File: config.mk
export PLATFORM = sky130hd
export DESIGN_NAME = scope_frame_crc16_encoder_core
export DESIGN_NICKNAME = d
export VERILOG_FILES = /design/src/scfc_pkg.sv /design/src/scfc_front.sv /design/src/scfc_back.sv /design/src/scope_frame_crc16_encoder_core.sv
export SDC_FILE = /design/constraint.sdc
export NUM_CORES = 1
export LEC_CHECK = 0
export ABC_AREA = 0
export BUFFER_PORTS_ARGS = -buffer_cell sky130_fd_sc_hd__buf_2
export CAP_MARGIN = 25
export CORE_MARGIN = 4
export CORE_UTILIZATION = 55
export CTS_CLUSTER_DIAMETER = 40
export DETAILED_ROUTE_END_ITERATION = 6
export PLACE_DENSITY_LB_ADDON = 0.12
export REMOVE_ABC_BUFFERS = 1
export SLEW_MARGIN = 20
export SYNTH_ARGS = -nofsm -noshare
export SYNTH_HDL_FRONTEND = slang
export SYNTH_SLANG_ARGS = --single-unit
File: constraint.sdc
create_clock -name i_clk -period 9.62 [get_ports i_clk]
set_input_delay 0.481 -clock i_clk [delete_from_list [all_inputs] [get_ports i_clk]]
set_output_delay 0.481 -clock i_clk [all_outputs]
set_load 0.01 [all_outputs]
File: src/scfc_pkg.sv
// Package for the scope frame CRC-16 encoder.
// Holds the word types, frame constants and the byte-wise CRC-16/MODBUS update.
// No dependencies.
package scfc_pkg;

    localparam int unsigned FRAME_BYTES = 10;
    localparam int unsigned DATA_BYTES  = 8;
    localparam int unsigned IDX_W       = $clog2(FRAME_BYTES);
    localparam int unsigned QUEUE_DEPTH = 2;
    localparam int unsigned QPTR_W      = $clog2(QUEUE_DEPTH);
    localparam int unsigned QCNT_W      = $clog2(QUEUE_DEPTH + 1);

    localparam logic [15:0] CRC_INIT = 16'hFFFF;
    localparam logic [15:0] CRC_POLY = 16'hA001;

    localparam logic [IDX_W-1:0] IDX_CRC_LO = IDX_W'(DATA_BYTES);
    localparam logic [IDX_W-1:0] IDX_CRC_HI = IDX_W'(FRAME_BYTES - 1);

    typedef struct packed {
        logic signed [15:0] value_a;
        logic signed [15:0] value_b;
        logic signed [15:0] value_c;
        logic signed [15:0] value_d;
    } t_in_word;

    typedef struct packed {
        logic [7:0] frame_byte;
        logic       frame_last;
    } t_out_word;

    function automatic logic [15:0] crc_byte(input logic [15:0] crc_in, input logic [7:0] data);
        logic [15:0] crc;
        crc = crc_in ^ {8'h00, data};
        for (int b = 0; b < 8; b++) begin
            if (crc[0]) begin
                crc = (crc >> 1) ^ CRC_POLY;
            end else begin
                crc = crc >> 1;
            end
        end
        return crc;
    endfunction

endpackage

File: src/scfc_front.sv
// Front end of the scope frame encoder: accepts words and queues them.
// Two-entry queue toward the serializer. Depends on scfc_pkg.
module scfc_front (
    input  logic              i_clk,
    input  logic              i_rst_n,
    input  logic              start,
    output logic              busy,
    input  scfc_pkg::t_in_word i_item,
    output logic              o_q_valid,
    output scfc_pkg::t_in_word o_q_item,
    input  logic              i_q_pop
);
    import scfc_pkg::*;

    t_in_word            r_mem [QUEUE_DEPTH];
    logic [QPTR_W-1:0]   r_wr, n_wr;
    logic [QPTR_W-1:0]   r_rd, n_rd;
    logic [QCNT_W-1:0]   r_cnt, n_cnt;
    logic                push;
    logic                pop;

    assign busy      = (r_cnt == QCNT_W'(QUEUE_DEPTH));
    assign push      = start && !busy;
    assign o_q_valid = (r_cnt != '0);
    assign o_q_item  = r_mem[r_rd];
    assign pop       = i_q_pop && o_q_valid;

    always_comb begin
        n_wr  = push ? r_wr + 1'b1 : r_wr;
        n_rd  = pop ? r_rd + 1'b1 : r_rd;
        n_cnt = r_cnt + QCNT_W'(push) - QCNT_W'(pop);
    end

    always_ff @(posedge i_clk) begin
        if (!i_rst_n) begin
            r_wr  <= '0;
            r_rd  <= '0;
            r_cnt <= '0;
        end else begin
            r_wr  <= n_wr;
            r_rd  <= n_rd;
            r_cnt <= n_cnt;
        end
    end

    always_ff @(posedge i_clk) begin
        if (push) begin
            r_mem[r_wr] <= i_item;
        end
    end

endmodule

File: src/scfc_back.sv
// Back end of the scope frame encoder: serializes one frame byte per cycle.
// Runs the CRC-16/MODBUS over the data bytes as they go out. Depends on scfc_pkg.
module scfc_back (
    input  logic               i_clk,
    input  logic               i_rst_n,
    input  logic               i_q_valid,
    input  scfc_pkg::t_in_word i_q_item,
    output logic               o_q_pop,
    output logic               o_strobe,
    output scfc_pkg::t_out_word o_result
);
    import scfc_pkg::*;

    logic                      r_active;
    logic [IDX_W-1:0]          r_idx;
    logic [DATA_BYTES*8-1:0]   r_data;
    logic [15:0]               r_crc;
    logic                      r_strobe;
    t_out_word                 r_result;
    logic                      load;
    logic                      at_end;
    logic [7:0]                cur_byte;
    logic [15:0]               n_crc;

    assign at_end  = r_active && (r_idx == IDX_CRC_HI);
    assign load    = i_q_valid && (!r_active || at_end);
    assign o_q_pop = load;

    always_comb begin
        case (r_idx)
            IDX_CRC_LO: cur_byte = r_crc[7:0];
            IDX_CRC_HI: cur_byte = r_crc[15:8];
            default:    cur_byte = r_data[{r_idx[2:0], 3'b000} +: 8];
        endcase
        n_crc = (r_idx < IDX_CRC_LO) ? crc_byte(r_crc, cur_byte) : r_crc;
    end

    always_ff @(posedge i_clk) begin
        if (!i_rst_n) begin
            r_active <= 1'b0;
            r_idx    <= '0;
            r_strobe <= 1'b0;
        end else begin
            r_strobe <= r_active;
            if (load) begin
                r_active <= 1'b1;
                r_idx    <= '0;
            end else if (at_end) begin
                r_active <= 1'b0;
            end else if (r_active) begin
                r_idx <= r_idx + 1'b1;
            end
        end
    end

    always_ff @(posedge i_clk) begin
        r_result.frame_byte <= cur_byte;
        r_result.frame_last <= at_end;
        if (load) begin
            r_data <= {i_q_item.value_d, i_q_item.value_c, i_q_item.value_b, i_q_item.value_a};
            r_crc  <= CRC_INIT;
        end else if (r_active) begin
            r_crc <= n_crc;
        end
    end

    assign o_strobe = r_strobe;
    assign o_result = r_result;

endmodule

File: src/scope_frame_crc16_encoder_core.sv
// Top level of the scope frame encoder: front queue plus byte serializer.
// Depends on scfc_pkg, scfc_front and scfc_back.
//
// Usage:
//   Drive i_item with four signed 16-bit channel values and raise start;
//   the word is taken at a rising edge where start is high and busy low.
//   Each word yields a 10-byte frame on o_result, one byte per cycle, each
//   marked by o_strobe for exactly one cycle: value_a low/high through
//   value_d low/high, then CRC-16/MODBUS low and high; frame_last marks
//   the CRC high byte.
//   When the serializer is idle, an accepted word passes the queue, the
//   serializer index register and the output register before its first byte.
//   Frames follow each other with no gap while the queue holds words; the
//   two-entry queue lets a new word be taken while a frame streams out.
//   busy rises only while the queue holds two words.
//   Reset (synchronous, active low) empties the queue and drops any frame
//   in flight. The receiver cannot stall; every strobe is a delivered byte.
module scope_frame_crc16_encoder_core (
    input  logic                i_clk,
    input  logic                i_rst_n,
    input  logic                start,
    output logic                busy,
    input  scfc_pkg::t_in_word  i_item,
    output logic                o_strobe,
    output scfc_pkg::t_out_word o_result
);
    import scfc_pkg::*;

    logic     q_valid;
    t_in_word q_item;
    logic     q_pop;

    scfc_front u_front (
        .i_clk     (i_clk),
        .i_rst_n   (i_rst_n),
        .start     (start),
        .busy      (busy),
        .i_item    (i_item),
        .o_q_valid (q_valid),
        .o_q_item  (q_item),
        .i_q_pop   (q_pop)
    );

    scfc_back u_back (
        .i_clk     (i_clk),
        .i_rst_n   (i_rst_n),
        .i_q_valid (q_valid),
        .i_q_item  (q_item),
        .o_q_pop   (q_pop),
        .o_strobe  (o_strobe),
        .o_result  (o_result)
    );

endmodule

==> run_results.csv <==
group,metric,value,unit
routing,via_per_inst,5.30,
global_routing,grt_pass1_vias,4699,
logic_synthesis,yosys.area.top_type,"edfxtp_1",
logic_synthesis,syn_area,8820,um2
logic_synthesis,synth_top_area_share,65.3,%
sta,worst_pin_slew,0.989,ns
finish,n_fill_cell,1135,
global_routing,gr-total-overflow,0,
place,place_ws,6.26,ns
power_and_ir_drop,vdd_drop_max,0.000214,V
setup_path,critPathBufInv,1,
setup_path,crit_slowest_cell,"xnor3_2",
sta,finalHoldViolCount,0,
clock_network,cts_tree,"built",
logic_synthesis,seq_area_frac_synth,73.3,%
setup_path,start_kind,"flop",
logic_synthesis,syn_inst,514,
floorplanning,num_io_pins,78,
power_and_ir_drop,leakage,3.72,nW
floorplanning,die_w,135,um
finish,drive_gt1_share,35.0,%
setup_path,critical_path.top_delay_family,"XOR/XNOR gates",
floorplanning,start_util,55.8,%
sta,period_minus_slack,3.38,ns
place,placed_area,9440,um2
logic_synthesis,yosys_register_bits,227,
sta,period_share,35.2,%
clock_network,cts_sinks,227,
finish,register_area,6470,um2
floorplanning,num_rows,46,
routing,ant_nets,0,
clock_network,ctsHtreeMaxLevel,1,
finish,multi_input_area,2240,um2
setup_path,path_max_fanout,14,
place,portBuffers,77,
clock_network,cts.repair.resized,0,
global_routing,grt_pass1_wl,24800,um
sta,rsz0062_at_grt,"no",
global_routing,grt_max_degree,66,
setup_path,critical_path.endpoint_type,"flop",
floorplanning,dieArea,18100,um2
floorplanning,die_h,135,um
logic_synthesis,synth_warnings,0,
logic_synthesis,ys_types,47,
logic_synthesis,synth.top_cells.by_area,"edfxtp_1 65%, mux2_2 8.4%, dfxtp_1 7.9%, mux4_2 2.3%, mux2i_1 1.9%",
setup_path,max_stage_delay,0.53,ns
routing,drtIter0Drc,218,
sta,setup_tns,0,ns
setup_path,critPathMostFrequentCell,"nor2_1",
worst_hold_path,hp-class,"input port to flop",
routing,routed_wl,15300,um
sta,finalSetupViolCount,0,
clock_network,cts_buffers,29,
clock_network,clkSlewWorstSetupHoldPaths,0.06,ns
finish,syn2layout_area_growth,18.2,%
clock_network,cts_hold_buf,0,
clock_network,worstSkewPairLatency,0.54,ns
finish,stdcell_area,10400,um2
status,run_status,"complete, no violations",
setup_path,required,9.99,ns
sta,max-slew-margin-rel,34.0,%
place,post-dp-hpwl,9740,um
clock_network,cts_buffer_depth,3,
global_routing,grt_usage,17.4,%
setup_path,crit_arrival,3.75,ns
routing,first_pass_iters,5,
power_and_ir_drop,power_density,328,nW/um2
setup_path,path_cells,"inv_2 > ha_1 > nor2_1 > nor2_2 > nor2_1 > a211oi_1 > xor2_1 > xnor3_2 > xnor2_1 > o211ai_1",
logic_synthesis,syn_avg_cell_area,17.2,um2
place,place.gp.congestion,0.847,
routing,vias,4486,
sta,setup_slack,6.24,ns
setup_path,crit_type,"flop to flop",
finish,fin_nets,679,
sta,finalClockSkew,0.00810,ns
clock_network,cts_root_buffer,"clkbuf_16",
sta,fmax,0.296,GHz
routing,drc,0,
floorplanning,coreArea,15800,um2
sta,slew_violations,0,
clock_network,cts_setup_buffers,0,
job,drv_cap,0,
routing,wire_per_inst,18.1,um
global_routing,grt_antenna_before_repair,1,
## placed cells by master (no fill, tap or decap), types with 5 or more instances in the layout
master | synthesis | routed
clkbuf_16 | 0 | 29
buf_4 | 1 | 6
a22oi_1 | 6 | 6
mux2i_1 | 17 | 17
o21ai_0 | 6 | 6
a221oi_1 | 6 | 6
buf_2 | 3 | 77
and2_1 | 9 | 9
nand2_1 | 29 | 29
nor2_1 | 18 | 17
nand3_1 | 12 | 12
mux2_2 | 66 | 66
xnor2_1 | 13 | 13
ha_1 | 5 | 5
o211ai_1 | 9 | 9
mux4_2 | 9 | 9
a21oi_1 | 9 | 9
xor2_1 | 6 | 6
nor2b_1 | 5 | 5
edfxtp_1 | 192 | 192
inv_1 | 6 | 5
dfxtp_1 | 35 | 34
## kinds of logic after synthesis
logic type	after synthesis	share of synthesized area (%)
fa+ha+maj	5	0.709
buf+inv	28	1.45
flops	227	73.3
xor+xnor	22	2.59
simple gates	83	4.44
compound gates	55	4.57
mux	94	13.0
## synthesized netlist by cell type (all sizes together)
cell     instances
a2bb2oi          1
nand3           12
a21boi           1
o211ai           9
a211oi           1
mux2i           18
a22oi            6
and3b            1
o21ai           11
buf              6
mux2            67
nor2            20
and3             2
xnor2           13
a221oi           6
mux4             9
nor2b            5
nand2b           3
and2             9
dfxtp           35
o21a             4
edfxtp         192
clkbuf          15
ha               5
a31oi            1
nor3             2
o22ai            1
a221o            1
a222oi           1
a21oi           11
nand2           29
inv              7
o2bb2ai          1
xor2             7
xnor3            2
## worst reg2reg max path, delay by kind of cell, from the launching register on
| kind | cells | cell delay [ns] |
|---|---|---|
| AOI/OAI and AO/OA | 2 | 0.54 |
| xor gates and xnor gates | 3 | 1.00 |
| adders and majority gates | 1 | 0.48 |
| buffers and inverters | 1 | 0.24 |
| DFF | 1 | 0.44 |
| and+or+nand+nor | 3 | 0.51 |
## layout make-up
class	count	area share, %
inverter	7	0.252
clock inverter	21	2.42
tap	216	2.59
multi-input combinational	259	21.5
antenna	1	0.0240
clock buffer	32	7.07
timing repair buffer	83	4.13
sequential	227	62.0
## flip-flops by register name, summed over array words and instances, names as in the netlist
signal and cells:
u_back.o_strobe 1, u_back.r_idx 4, u_back.o_result 9, u_front.r_cnt 2
u_back.r_crc 16, u_front.r_mem 128, u_back.r_active 1, u_front.r_rd 1
u_front.r_wr 1, u_back.r_data 64
## metrics by stage
stage,utilization (%),hold WS [ns],power (mW),std cells
2_1_floorplan,-,0.470,2.14,493
3_3_place_gp,59.6,0.505,2.37,792
3_5_place_dp,59.6,0.503,2.38,792
4_1_cts,65.9,0.102,3.47,845
5_1_grt,65.9,0.107,3.61,846
6_report,65.9,0.128,3.42,846
## path summary, 6_finish.rpt
kind | startpoint | end | slack [ns] | cells after the start
setup / recovery | u_back.r_idx[0] | u_back.r_crc[0] | 6.24 | 10
hold / removal | i_item[54] | u_front.r_mem[1][54] | 0.13 | 1
setup reg to reg | u_back.r_idx[0] | u_back.r_crc[0] | 6.24 | 10
hold reg to reg | u_back.r_crc[2] | u_back.r_crc[2] | 0.52 | 2
## routing by layer
layer | GRT usage [%] | share of wire [%] | up-vias
met4 | 4.92 | 2.1 | 0
met1 | 23.4 | 44 | 2196
li1 | - | - | 2157
met2 | 29.1 | 49 | 105
met5 | 0 | 0 | -
met3 | 3.43 | 4.6 | 28
## report_power, final
part	total, mW	switching (mW)	internal (mW)
registers	1.48	0.113	1.37
logic	0.861	0.456	0.405
clock network	1.08	0.410	0.670
total	3.42	0.979	2.44
(Power assumes the default switching activity.)
